[src/design/cfc_pkg.sv]
// ----------------------------------------------------------------------------
// cfc_pkg
// Shared types, constants and mod-255 helpers for the header checksum block.
// ----------------------------------------------------------------------------
package cfc_pkg;

  localparam int unsigned ChecksumPosDefault = 7;
  localparam int unsigned MaxHeaderLenDefault = 255;
  localparam int unsigned OctetW = 8;
  localparam int unsigned QueueDepth = 2;
  localparam logic [OctetW-1:0] ModValue = 8'd255;

  typedef enum logic {
    CMD_GENERATE = 1'b0,
    CMD_VERIFY   = 1'b1
  } cmd_e;

  // One finished header, handed from the front to the back.
  typedef struct packed {
    cmd_e              mode;
    logic [OctetW-1:0] len;
    logic [OctetW-1:0] sum_low;
    logic [OctetW-1:0] sum_high;
    logic              verify_ok;
  } job_t;

  // a in 0..254, b in 0..255: one conditional subtract is enough.
  function automatic logic [OctetW-1:0] add_mod(logic [OctetW-1:0] a, logic [OctetW-1:0] b);
    logic [OctetW:0] s;
    s = {1'b0, a} + {1'b0, b};
    if (s >= {1'b0, ModValue}) begin
      s = s - {1'b0, ModValue};
    end
    return s[OctetW-1:0];
  endfunction

  // 16-bit value mod 255: fold the bytes twice, since 256 is 1 mod 255.
  function automatic logic [OctetW-1:0] mod255_16(logic [2*OctetW-1:0] v);
    logic [OctetW:0] t;
    logic [OctetW:0] u;
    t = {1'b0, v[2*OctetW-1:OctetW]} + {1'b0, v[OctetW-1:0]};
    u = {{OctetW{1'b0}}, t[OctetW]} + {1'b0, t[OctetW-1:0]};
    if (u >= {1'b0, ModValue}) begin
      u = u - {1'b0, ModValue};
    end
    return u[OctetW-1:0];
  endfunction

endpackage

[src/design/clnp_fletcher_checksum.sv]
// ----------------------------------------------------------------------------
// clnp_fletcher_checksum
// Header checksum, mod-255 Fletcher sums: generate X/Y or verify, one octet
// per word.
//
//   channel | direction | handshake               | payload
//   in      | input     | in_valid_i / in_ready_o   | cmd_i, data_byte_i, last_i
//   out     | output    | out_valid_o / out_ready_i | first_octet_o, second_octet_o,
//           |           |                           | check_ok_o
//
// Takes one octet per cycle while in_ready_o is high; the running sums are
// updated in the intake cycle. A result word passes through the queue slot
// written at the edge that takes its final octet, then the product stage,
// then the output register. in_ready_o falls only while the two-entry job
// queue is full, i.e. when the output has been stalled across several headers.
// Reset clears the sums, octet count, queue and pipeline valid flags.
// ----------------------------------------------------------------------------
module clnp_fletcher_checksum import cfc_pkg::*; #(
  parameter int unsigned CHECKSUM_POS   = ChecksumPosDefault,
  parameter int unsigned MAX_HEADER_LEN = MaxHeaderLenDefault
) (
  input  logic              clk_i,
  input  logic              rst_ni,
  input  logic              in_valid_i,
  output logic              in_ready_o,
  input  logic              cmd_i,
  input  logic [OctetW-1:0] data_byte_i,
  input  logic              last_i,
  output logic              out_valid_o,
  input  logic              out_ready_i,
  output logic [OctetW-1:0] first_octet_o,
  output logic [OctetW-1:0] second_octet_o,
  output logic              check_ok_o
);

  logic accept, push, pop, full, empty;
  job_t job_in, job_out;

  assign in_ready_o = !full;
  assign accept     = in_valid_i && in_ready_o;

  cfc_front #(
    .CHECKSUM_POS  (CHECKSUM_POS),
    .MAX_HEADER_LEN(MAX_HEADER_LEN)
  ) u_front (
    .clk_i      (clk_i),
    .rst_ni     (rst_ni),
    .accept_i   (accept),
    .cmd_i      (cmd_i),
    .data_byte_i(data_byte_i),
    .last_i     (last_i),
    .push_o     (push),
    .job_o      (job_in)
  );

  cfc_queue u_queue (
    .clk_i  (clk_i),
    .rst_ni (rst_ni),
    .push_i (push),
    .job_i  (job_in),
    .pop_i  (pop),
    .full_o (full),
    .empty_o(empty),
    .job_o  (job_out)
  );

  cfc_back #(
    .CHECKSUM_POS(CHECKSUM_POS)
  ) u_back (
    .clk_i         (clk_i),
    .rst_ni        (rst_ni),
    .empty_i       (empty),
    .job_i         (job_out),
    .pop_o         (pop),
    .out_valid_o   (out_valid_o),
    .out_ready_i   (out_ready_i),
    .first_octet_o (first_octet_o),
    .second_octet_o(second_octet_o),
    .check_ok_o    (check_ok_o)
  );

endmodule

[src/design/cfc_front.sv]
// ----------------------------------------------------------------------------
// cfc_front
// Byte intake: keeps the running Fletcher sums and octet count, classifies
// the checksum positions and posts one job per header on its final octet.
// ----------------------------------------------------------------------------
module cfc_front import cfc_pkg::*; #(
  parameter int unsigned CHECKSUM_POS   = ChecksumPosDefault,
  parameter int unsigned MAX_HEADER_LEN = MaxHeaderLenDefault
) (
  input  logic              clk_i,
  input  logic              rst_ni,
  input  logic              accept_i,
  input  logic              cmd_i,
  input  logic [OctetW-1:0] data_byte_i,
  input  logic              last_i,
  output logic              push_o,
  output job_t              job_o
);

  logic [OctetW-1:0] sum_low_q, sum_low_d;
  logic [OctetW-1:0] sum_high_q, sum_high_d;
  logic [OctetW-1:0] count_q, count_d;
  cmd_e              mode_q, mode_d;
  logic              first_zero_q, first_zero_d;
  logic              second_zero_q, second_zero_d;

  logic              head;
  logic [OctetW-1:0] sl_base, sh_base, octet_v, cnt_new, sl_new, sh_new;
  logic              fz_new, sz_new;

  always_comb begin
    head    = (count_q == '0);
    mode_d  = head ? cmd_e'(cmd_i) : mode_q;
    sl_base = head ? '0 : sum_low_q;
    sh_base = head ? '0 : sum_high_q;
    fz_new  = head ? 1'b1 : first_zero_q;
    sz_new  = head ? 1'b1 : second_zero_q;
    sl_new  = sl_base;
    sh_new  = sh_base;
    cnt_new = count_q;
    octet_v = data_byte_i;
    if (count_q < OctetW'(MAX_HEADER_LEN)) begin
      if (count_q == OctetW'(CHECKSUM_POS)) begin
        fz_new = (data_byte_i == '0);
        if (mode_d == CMD_GENERATE) octet_v = '0;
      end else if ({1'b0, count_q} == (OctetW+1)'(CHECKSUM_POS + 1)) begin
        sz_new = (data_byte_i == '0);
        if (mode_d == CMD_GENERATE) octet_v = '0;
      end
      sl_new  = add_mod(sl_base, octet_v);
      sh_new  = add_mod(sh_base, sl_new);
      cnt_new = count_q + 1'b1;
    end

    job_o.mode      = mode_d;
    job_o.len       = cnt_new;
    job_o.sum_low   = sl_new;
    job_o.sum_high  = sh_new;
    job_o.verify_ok = ({1'b0, cnt_new} >= (OctetW+1)'(CHECKSUM_POS + 2))
                      && ((fz_new && sz_new)
                          || (!fz_new && !sz_new && sl_new == '0 && sh_new == '0));
    push_o = accept_i && last_i;

    // drop the sums, octet count and zero flags once the final octet is in
    sum_low_d     = sum_low_q;
    sum_high_d    = sum_high_q;
    count_d       = count_q;
    first_zero_d  = first_zero_q;
    second_zero_d = second_zero_q;
    if (accept_i) begin
      if (last_i) begin
        sum_low_d     = '0;
        sum_high_d    = '0;
        count_d       = '0;
        first_zero_d  = 1'b1;
        second_zero_d = 1'b1;
      end else begin
        sum_low_d     = sl_new;
        sum_high_d    = sh_new;
        count_d       = cnt_new;
        first_zero_d  = fz_new;
        second_zero_d = sz_new;
      end
    end
  end

  always_ff @(posedge clk_i or negedge rst_ni) begin
    if (!rst_ni) begin
      sum_low_q     <= '0;
      sum_high_q    <= '0;
      count_q       <= '0;
      mode_q        <= CMD_GENERATE;
      first_zero_q  <= 1'b1;
      second_zero_q <= 1'b1;
    end else begin
      sum_low_q     <= sum_low_d;
      sum_high_q    <= sum_high_d;
      count_q       <= count_d;
      first_zero_q  <= first_zero_d;
      second_zero_q <= second_zero_d;
      if (accept_i) mode_q <= mode_d;
    end
  end

  a_sums_reduced: assert property (@(posedge clk_i) disable iff (!rst_ni)
    (sum_low_q != ModValue) && (sum_high_q != ModValue))
    else $error("running sum left the 0..254 range");

  a_count_bound: assert property (@(posedge clk_i) disable iff (!rst_ni)
    {1'b0, count_q} <= (OctetW+1)'(MAX_HEADER_LEN))
    else $error("octet count passed the header limit");

endmodule

[src/design/cfc_queue.sv]
// ----------------------------------------------------------------------------
// cfc_queue
// Short job queue between intake and finishing, flip-flop storage.
// ----------------------------------------------------------------------------
module cfc_queue import cfc_pkg::*; (
  input  logic clk_i,
  input  logic rst_ni,
  input  logic push_i,
  input  job_t job_i,
  input  logic pop_i,
  output logic full_o,
  output logic empty_o,
  output job_t job_o
);

  localparam int unsigned PtrW = (QueueDepth > 1) ? $clog2(QueueDepth) : 1;
  localparam int unsigned CntW = $clog2(QueueDepth + 1);

  job_t            slot_q [QueueDepth];
  logic [PtrW-1:0] wr_ptr_q, rd_ptr_q;
  logic [CntW-1:0] fill_q;
  logic            do_push, do_pop;

  assign full_o  = (fill_q == CntW'(QueueDepth));
  assign empty_o = (fill_q == '0);
  assign do_push = push_i && !full_o;
  assign do_pop  = pop_i && !empty_o;
  assign job_o   = slot_q[rd_ptr_q];

  function automatic logic [PtrW-1:0] next_ptr(logic [PtrW-1:0] p);
    return (p == PtrW'(QueueDepth - 1)) ? '0 : p + 1'b1;
  endfunction

  always_ff @(posedge clk_i) begin
    if (do_push) slot_q[wr_ptr_q] <= job_i;
  end

  always_ff @(posedge clk_i or negedge rst_ni) begin
    if (!rst_ni) begin
      wr_ptr_q <= '0;
      rd_ptr_q <= '0;
      fill_q   <= '0;
    end else begin
      if (do_push) wr_ptr_q <= next_ptr(wr_ptr_q);
      if (do_pop)  rd_ptr_q <= next_ptr(rd_ptr_q);
      unique case ({do_push, do_pop})
        2'b10:   fill_q <= fill_q + 1'b1;
        2'b01:   fill_q <= fill_q - 1'b1;
        default: fill_q <= fill_q;
      endcase
    end
  end

  a_fill_bound: assert property (@(posedge clk_i) disable iff (!rst_ni)
    fill_q <= CntW'(QueueDepth))
    else $error("queue fill above depth");

endmodule

[src/design/cfc_back.sv]
// ----------------------------------------------------------------------------
// cfc_back
// Finishing pipeline: length weights and products, then mod-255 reduction
// into the registered result word (generate); verify passes on the check flag.
// ----------------------------------------------------------------------------
module cfc_back import cfc_pkg::*; #(
  parameter int unsigned CHECKSUM_POS = ChecksumPosDefault
) (
  input  logic              clk_i,
  input  logic              rst_ni,
  input  logic              empty_i,
  input  job_t              job_i,
  output logic              pop_o,
  output logic              out_valid_o,
  input  logic              out_ready_i,
  output logic [OctetW-1:0] first_octet_o,
  output logic [OctetW-1:0] second_octet_o,
  output logic              check_ok_o
);

  logic                s1_valid_q, out_valid_q, advance;
  logic [2*OctetW-1:0] prod_x_q, prod_y_q;
  logic [OctetW-1:0]   s1_sum_high_q;
  cmd_e                s1_mode_q;
  logic                s1_ok_q;
  logic [OctetW-1:0]   first_q, second_q;
  logic                ok_q;

  logic [OctetW:0]     kx_wide;
  logic [OctetW-1:0]   kx, ky, x_red, y_red;

  assign advance = !out_valid_q || out_ready_i;
  assign pop_o   = advance && !empty_i;

  always_comb begin
    // (L - n) mod 255 with n = CHECKSUM_POS + 1, kept non-negative
    kx_wide = {1'b0, job_i.len} + {1'b0, ModValue} - (OctetW+1)'(CHECKSUM_POS + 1);
    if (kx_wide >= {1'b0, ModValue}) kx_wide = kx_wide - {1'b0, ModValue};
    kx = kx_wide[OctetW-1:0];
    ky = (kx == ModValue - 1'b1) ? '0 : kx + 1'b1;
    x_red = mod255_16(prod_x_q + {{OctetW{1'b0}}, ModValue - s1_sum_high_q});
    y_red = mod255_16(prod_y_q + {{OctetW{1'b0}}, s1_sum_high_q});
  end

  always_ff @(posedge clk_i) begin
    if (advance) begin
      prod_x_q      <= kx * job_i.sum_low;
      prod_y_q      <= ky * (ModValue - job_i.sum_low);
      s1_sum_high_q <= job_i.sum_high;
      s1_mode_q     <= job_i.mode;
      s1_ok_q       <= job_i.verify_ok;
      if (s1_mode_q == CMD_GENERATE) begin
        first_q  <= (x_red == '0) ? ModValue : x_red;
        second_q <= (y_red == '0) ? ModValue : y_red;
        ok_q     <= 1'b1;
      end else begin
        first_q  <= '0;
        second_q <= '0;
        ok_q     <= s1_ok_q;
      end
    end
  end

  always_ff @(posedge clk_i or negedge rst_ni) begin
    if (!rst_ni) begin
      s1_valid_q  <= 1'b0;
      out_valid_q <= 1'b0;
    end else if (advance) begin
      s1_valid_q  <= !empty_i;
      out_valid_q <= s1_valid_q;
    end
  end

  assign out_valid_o    = out_valid_q;
  assign first_octet_o  = first_q;
  assign second_octet_o = second_q;
  assign check_ok_o     = ok_q;

  a_octets_paired: assert property (@(posedge clk_i) disable iff (!rst_ni)
    out_valid_q |-> ((first_q == '0) == (second_q == '0)))
    else $error("one checksum octet zero, the other not");

  a_zero_means_verify: assert property (@(posedge clk_i) disable iff (!rst_ni)
    (out_valid_q && first_q == '0) |-> ((second_q == '0) || ok_q))
    else $error("verify result carries generated octets");

endmodule
[config.mk]
export PLATFORM = sky130hd
export DESIGN_NAME = clnp_fletcher_checksum
export DESIGN_NICKNAME = d
export VERILOG_FILES = /design/src/design/cfc_pkg.sv /design/src/design/clnp_fletcher_checksum.sv /design/src/design/cfc_front.sv /design/src/design/cfc_queue.sv /design/src/design/cfc_back.sv
export SDC_FILE = /design/constraint.sdc
export NUM_CORES = 1
export LEC_CHECK = 0
export BUFFER_PORTS_ARGS = -buffer_cell sky130_fd_sc_hd__buf_2
export CAP_MARGIN = 20
export CORE_ASPECT_RATIO = 0.5
export CORE_MARGIN = 3
export CORE_UTILIZATION = 42
export DETAILED_ROUTE_END_ITERATION = 8
export GPL_TIMING_DRIVEN = 0
export HOLD_SLACK_MARGIN = 0.06
export SLEW_MARGIN = 20
export SYNTH_ARGS = -nofsm -noshare
export SYNTH_HDL_FRONTEND = slang
export SYNTH_SLANG_ARGS = --single-unit
export TNS_END_PERCENT = 100
[constraint.sdc]
create_clock -name clk_i -period 10.5 [get_ports clk_i]
set_input_delay 0.525 -clock clk_i [delete_from_list [all_inputs] [get_ports clk_i]]
set_output_delay 0.525 -clock clk_i [all_outputs]
set_load 0.02 [all_outputs]
==> results of run 1 <==
-- per-layer routing --
layer / GRT usage / vias up / part of all wire
li1: - / 5411 / -
met1: 0.248 / 5379 / 0.47
met2: 0.318 / 241 / 0.47
met3: 0.0289 / 41 / 0.045
met4: 0.0517 / 0 / 0.014
met5: 0 / - / 0
-- synthesized netlist by cell type (34+ instances only) --
cell type	count	share of area
o21ai_0	55	0.019
ha_1	139	0.12
edfxtp_1	111	0.23
and2_1	45	0.020
nor2_1	138	0.036
a21oi_1	46	0.016
inv_1	161	0.042
nor3_1	47	0.016
xnor2_1	70	0.043
nand3_1	34	0.012
nand2_1	97	0.025
fa_1	78	0.11
-- timing repair --
item / 4_1_cts / 5_1_grt
endpoints found under the setup margin: 0 / 4
gates resized for setup: 0 / 1
buffers inserted: 0 / 0
hold buffers: 0 / 0
-- state kept, by name, summed over array words and instances, names as in the netlist --
| signal | flops |
|---|---|
| u_back.check_ok_o | 1 |
| u_back.first_octet_o | 8 |
| u_back.out_valid_o | 1 |
| u_back.prod_x_q | 16 |
| u_back.prod_y_q | 16 |
| u_back.s1_mode_q | 1 |
| u_back.s1_ok_q | 1 |
| u_back.s1_sum_high_q | 8 |
| u_back.s1_valid_q | 1 |
| u_back.second_octet_o | 8 |
| u_front.count_q | 8 |
| u_front.first_zero_q | 1 |
| u_front.mode_q | 1 |
| u_front.second_zero_q | 1 |
| u_front.sum_high_q | 8 |
| u_front.sum_low_q | 8 |
| u_queue.fill_q | 2 |
| u_queue.rd_ptr_q | 1 |
| u_queue.slot_q | 52 |
| u_queue.wr_ptr_q | 1 |
-- per-stage QoR --
| stage | cells | utilization | cell area (um^2) | worst slack, ns |
|---|---|---|---|---|
| global route | 2008 | 0.472 | 15800 | 0.256 |
| detailed placement | 1977 | 0.454 | 15200 | 0.375 |
| CTS | 2009 | 0.473 | 15800 | 0.329 |
| global placement | 1976 | 0.453 | 15100 | 0.459 |
| floorplan | 1503 | - | 14400 | 1.78 |
| finish | 2008 | 0.472 | 15800 | 0.977 |
-- worst max-delay path: cells and delay by family, from the launching register on --
| kind | cells | cell delay, ns |
|---|---|---|
| muxes | 1 | 0.27 |
| AOI/OAI and AO/OA | 9 | 2.07 |
| buffers and inverters | 9 | 1.98 |
| xor gates and xnor gates | 3 | 0.92 |
| DFF | 1 | 0.33 |
| adders and majority gates | 7 | 2.90 |
| and+or+nand+nor | 3 | 0.78 |
-- cells by family (layout without fill, tap and decap cells) --
logic type | Yosys count | in the layout | share of synthesized area
xor+xnor | 100 | 100 | 0.0623
fa+ha+maj | 217 | 217 | 0.229
flops | 144 | 144 | 0.289
mux | 47 | 47 | 0.0353
simple gates | 506 | 506 | 0.182
compound gates | 289 | 289 | 0.147
buf+inv | 200 | 264 | 0.0558
-- layout by cell type (no fill, tap or decap), drive strengths merged, types with 31 or more instances in the layout --
cell,Yosys,routed
a21oi,46,46
and2,48,48
buf,13,44
clkbuf,25,44
dfrtp,31,31
edfxtp,111,111
fa,78,78
ha,139,139
inv,162,173
nand2,99,99
nand3,35,35
nor2,138,138
nor3,51,51
o21ai,61,61
xnor2,72,72
-- final cells by class --
| class | instances | area (um^2) | share of cell area |
|---|---|---|---|
| Multi-Input combinational cell | 1159 | 9450 | 0.599 |
| Sequential cell | 144 | 4160 | 0.264 |
| Inverter | 162 | 611 | 0.0387 |
| Tap cell | 441 | 552 | 0.0350 |
| Clock buffer | 18 | 450 | 0.0285 |
| Buffer | 37 | 194 | 0.0123 |
| Clock inverter | 14 | 180 | 0.0114 |
| Timing Repair Buffer | 33 | 180 | 0.0114 |
-- final timing paths --
path	from	endpoint	slack [ns]	cells past startpoint
max	u_queue.rd_ptr_q$_DFFE_PN0P_	u_back.prod_y_q[15]$_DFFE_PN_	0.98	32
min	rst_ni	u_front.sum_high_q[4]$_DFFE_PN0P_	0.14	1
max reg2reg	u_queue.rd_ptr_q$_DFFE_PN0P_	u_back.prod_y_q[15]$_DFFE_PN_	0.98	32
min reg2reg	u_back.s1_valid_q$_DFFE_PN0N_	u_back.out_valid_o$_DFFE_PN0N_	0.47	1
max in group asynchronous	rst_ni	u_back.out_valid_o$_DFFE_PN0N_	9.85	1
min in group clk_i	out_ready_i	u_back.s1_valid_q$_DFFE_PN0N_	0.44	3
==> summary by stage, run 1 <==
Status
The run finished with clean final reports.

Floorplan
The core region is 0.0334 mm^2. The floorplan die height is 137 um. For this configuration, the core starts out at a cell density of 0.431.

The boundary pin count is 33. The die is 268 um wide. The floorplan has 47 rows. The area enclosed by the die boundary is 0.0367 mm^2.

Routing
The number of detailed-route iterations in the first pass is 5. After detailed routing, the number of remaining DRC violations is 0. The first routing iteration left 632 violations. The via count is 11072.

In the routed layout, each cell is associated on average with a via count of 5.51. In this run the remaining antenna-violating nets after routing total 0. The routed wire length is 33100 um.

Dividing the detail-routed wire length by the instance count gives 16.5 um.

Critical path
In this design, the stage delay of the slowest critical-path cell is 0.57 ns. STA puts the critical path data arrival time at 9.70 ns. STA puts the critical path data required time at 10.68 ns.

The startpoint type of the worst setup path is a flip-flop. Along the worst path, the maximum fanout reaches 19. STA classifies the critical path endpoint as a flip-flop. The critical path's slowest cell is fa_1. The critical path start-end classification is flip-flop to flip-flop.

Global routing
The global-route usage over all layers is 0.186. The remaining global-route overflow is 0. The first global-routing pass estimated 54400 um of wire. The initial antenna violation count came to 0. The number of global-route vias before repair was 10856. Entering global routing, the biggest net connects 36 pins.

Placed design
Input and output buffers added on the ports amount to 32. The congestion estimate from routability-driven global placement came to 0.874. Detailed placement ended at an HPWL of 26300 um.

Timing
The number of failing hold endpoints at the final stage is 0. Of the available clock period, the critical path in the final layout requires 0.907. The setup TNS is 0 ns. The final setup violation count is 0. For the pin with the worst max-slew slack, the measured transition is 1.00 ns. The number of slew-limit violations in the final report is 0. Headroom to the max-slew limit came out at 0.327.

Setup repair after global routing left no endpoint under its margin. On the final layout, the worst hold slack is 0.144 ns. The final worst clock skew is 0.0158 ns. The top achievable clock speed is 105 MHz. The final critical-path required period is 9.52 ns.

Clock network
At the later pin of the worst-skew pair, clock insertion delay measures 0.45 ns. TritonCTS built the clock tree. The clock drives 144 sinks. After clock tree synthesis, the clock-pin slew on the worst setup and hold paths is 0.07 ns.

TritonCTS created 17 clock buffers. The tree is rooted in a clkbuf_16. In this run the deepest clock path goes through 2 buffers.

In this run the number of H-tree levels came out at 4.

Finish
At the end of the flow, the number of nets in the layout was 1785. The count of antenna diodes in the layout is 0. After filler insertion, the fill cell instance count of the layout stands at 3162. The fraction of final layout cells sized beyond drive strength 1 is 0.111.

Relative to the synthesized area, the layout overhead comes to 9.52%.

Logic synthesis
The post-synth net total is 1734. Synthesis produced 1503 cells. The average instance in the mapped netlist occupies 9.59 um^2. Counting flops with an async set or reset pin after synthesis yields a share of 0.229. During synthesis, Yosys emitted a total of 0 warnings. Yosys mapped the design onto 106 distinct sky130hd cell types. The number of flip-flops and latches in the synthesized netlist is 144. The count of flip-flops with a built-in enable after synthesis is 111. The most common flop cell mapped by yosys is edfxtp_1. The share of the Yosys chip area taken by registers is 0.289. The cell area that synthesis handed to floorplanning was 0.0144 mm^2.

Flow run
The max-cap violation count is 0.

Worst hold path
The type of the worst min-delay path is input port to async pin.
Power of run 1 is left out: the tool's default activity adds up to more than one toggle a clock period on the data nets, which glitch-free logic cannot reach.
==> run 2: changes to the inputs <==
CORE_UTILIZATION = 39   (was 42)
RECOVER_POWER = 50   (was unset)
==> summary by stage, run 2 (synthesis results as in run 1) <==
Status
The flow ran to the end, but the final reports show violations. The checks that failed: max-capacitance violations, max-slew violations.

Timing
In the finished design, the share of the clock period the worst path needs comes to 0.899. The routed design could run at a clock period as short as 9.44 ns. In this run the tightest slew margin relative to its limit is -0.987. At the pin with the least slew margin, the transition time is 2.98 ns. Across the routed clock network, the largest skew measured is 0.0146 ns. The number of failing hold endpoints at the final stage is 0.

Setup repair after global routing left no endpoint under its margin. For this run, the top clock speed supported by timing is 106 MHz. The number of slew-limit violations in the final report is 92. The final worst slack is 1.06 ns.

In the final timing run, aggregate negative setup slack is 0 ns. The final setup violation count is 0.

Placed design
Input and output buffers added on the ports amount to 32. Timing analysis after detailed placement gives a worst setup slack of 0.385 ns. The weighted congestion at the end of routability-driven global placement is 0.872. The HPWL after detailed placement is 24900 um.

Routing
Dividing the detail-routed wire length by the instance count gives 15.3 um. The number of detailed-route iterations in the first pass is 5. The post-detailed-route via-to-cell ratio is 5.21. The final routed DRC violation total is 0. The routed wire length is 31300 um. The detailed router's first-iteration violation count is 630.

The detail route stage leaves a number of antenna-violating nets equal to 0. The routed layout has 10693 vias.

Clock network
CTS placed an instance of clkbuf_16 at the clock tree root. The number of levels the H-tree was split into is 4. The clock buffer count from CTS is 17.

Post-CTS timing repair inserted 0 buffers for setup. Once the clock tree was built, the resizer swapped 0 gates to a different size. The cts-stage hold buffer count is 0. The number of sinks on the clock net is 144. The TritonCTS clock tree is yes.

In this run the deepest clock path goes through 2 buffers. Clock-pin slew was measured on the worst setup and hold paths at 0.07 ns. The clock insertion delay at the later pin of the skew report is 0.44 ns.

Finish
The layout has 3559 filler cells. Of the cells placed in the final design, the portion with a size suffix greater than 1 is 0.0957. In the final layout, the registers with the most flip-flops are u_queue.slot_q: 52 flops, u_back.prod_x_q: 16 flops, u_back.prod_y_q: 16 flops.

The register with the most flip-flops in the layout has 52 of them. Leaving out fill and tap cells, the most frequent cell in the layout is inv_1. In the layout the commonest cells are inv_1 (160), ha_1 (139), nor2_1 (138). The layout net count is 1786.

The area of the multi-input gates is 0.00945 mm^2. The flip-flop and latch area is 0.00416 mm^2. The repair_antennas step left the layout with diodes totalling 0. Ranked by flip-flop count, first place goes to u_queue.slot_q.

Relative to the synthesized area, the layout overhead comes to 9.35%.

Critical path
The startpoint type of the worst setup path is a flip-flop. The depth of the worst register-to-register path is 32. The delay of the slowest cell on the worst path is 0.54 ns. The most frequent cell on the critical path is fa_1. The register-to-register setup slack is 1.06 ns. The worst setup path is of the flip-flop to flip-flop kind. The launching point of the worst reg2reg path is u_queue.rd_ptr_q$_DFFE_PN0P_. The data arrival time of the critical path is 9.62 ns. The largest fanout of any net on the critical path is 19. The timing endpoint of the critical path is u_back.prod_y_q[15]$_DFFE_PN_.

The endpoint class of the critical path is a flip-flop. In this run the worst setup path begins at u_queue.rd_ptr_q$_DFFE_PN0P_. The endpoint identified for the worst register-to-register timing path is u_back.prod_y_q[15]$_DFFE_PN_. The required time at the endpoint of the critical path is 10.68 ns. The critical path's slowest cell is or4_1.

Global routing
The largest net degree at the start of global routing is 58. The initial antenna violation count came to 0. The met2 usage is 0.264. For met1 alone, demand over resource in global routing was 0.229. The global-route usage over all layers is 0.163. The met3 usage in global routing is 0.0250. Global routing finished with a remaining overflow of 0. The first-pass GRT wire length is 52000 um. met2 is the most crowded layer. The number of global-route vias before repair is 10204.

Floorplan
In this run the horizontal extent of the chip is 278 um. The floorplan has 49 rows. The floorplan die height is 142 um.

The die covers 0.0394 mm^2. The boundary pin count is 33. The core region is 0.0362 mm^2. For this configuration, the core starts out at a cell density of 0.398.

Flow run
The max-cap violation count is 2.

Worst hold path
Counting instances, the worst hold path has a depth of 3. In this run the worst hold path is classified as input port to flip-flop.
run 2: critical path, delay by kind of cell, from the launching register on:
family          cells  cell delay (ns)
simple gates        5             1.25
xor+xnor            2             0.59
compound gates      9             2.07
mux                 1             0.25
fa+ha+maj           7             2.90
buf+inv             8             1.75
flops               1             0.32
run 2: final cells by class:
class | instances | area share
clock buffers | 19 | 0.0295
inverters | 162 | 0.0387
multi-input cells | 1159 | 0.600
plain buffers | 37 | 0.0123
clock inverters | 13 | 0.00810
flip-flops and latches | 144 | 0.264
well taps | 484 | 0.0384
repair buffers | 34 | 0.00905
run 2: per-stage QoR:
stage	utilization	instances	hold slack, ns	area (um^2)
2_1_floorplan	-	1503	0.229	14400
3_3_place_gp	0.420	2019	0.450	15200
3_5_place_dp	0.421	2021	0.458	15200
4_1_cts	0.438	2053	0.164	15800
5_1_grt	0.436	2052	0.421	15800
6_report	0.436	2052	0.425	15800
run 2: worst min path at each step:
stage                                              from                        endpoint  slack, ns
after CTS                                        rst_ni  u_front.count_q[1]$_DFFE_PN0P_       0.16
final                                       out_ready_i   u_back.s1_valid_q$_DFFE_PN0N_       0.42
after floorplan                                  rst_ni  u_back.out_valid_o$_DFFE_PN0N_       0.23
after detailed placement  u_back.s1_valid_q$_DFFE_PN0N_   u_back.s1_valid_q$_DFFE_PN0N_       0.46
after global placement    u_back.s1_valid_q$_DFFE_PN0N_   u_back.s1_valid_q$_DFFE_PN0N_       0.45
after global routing                        out_ready_i   u_back.s1_valid_q$_DFFE_PN0N_       0.42
run 2: metal layers:
metal / routed length (um) / up-vias
met1: 16000 / 5064
met5: 0 / -
met4: 396 / 0
li1: - / 5414
met2: 13900 / 185
met3: 971 / 30
Power of run 2 is left out for the same reason.
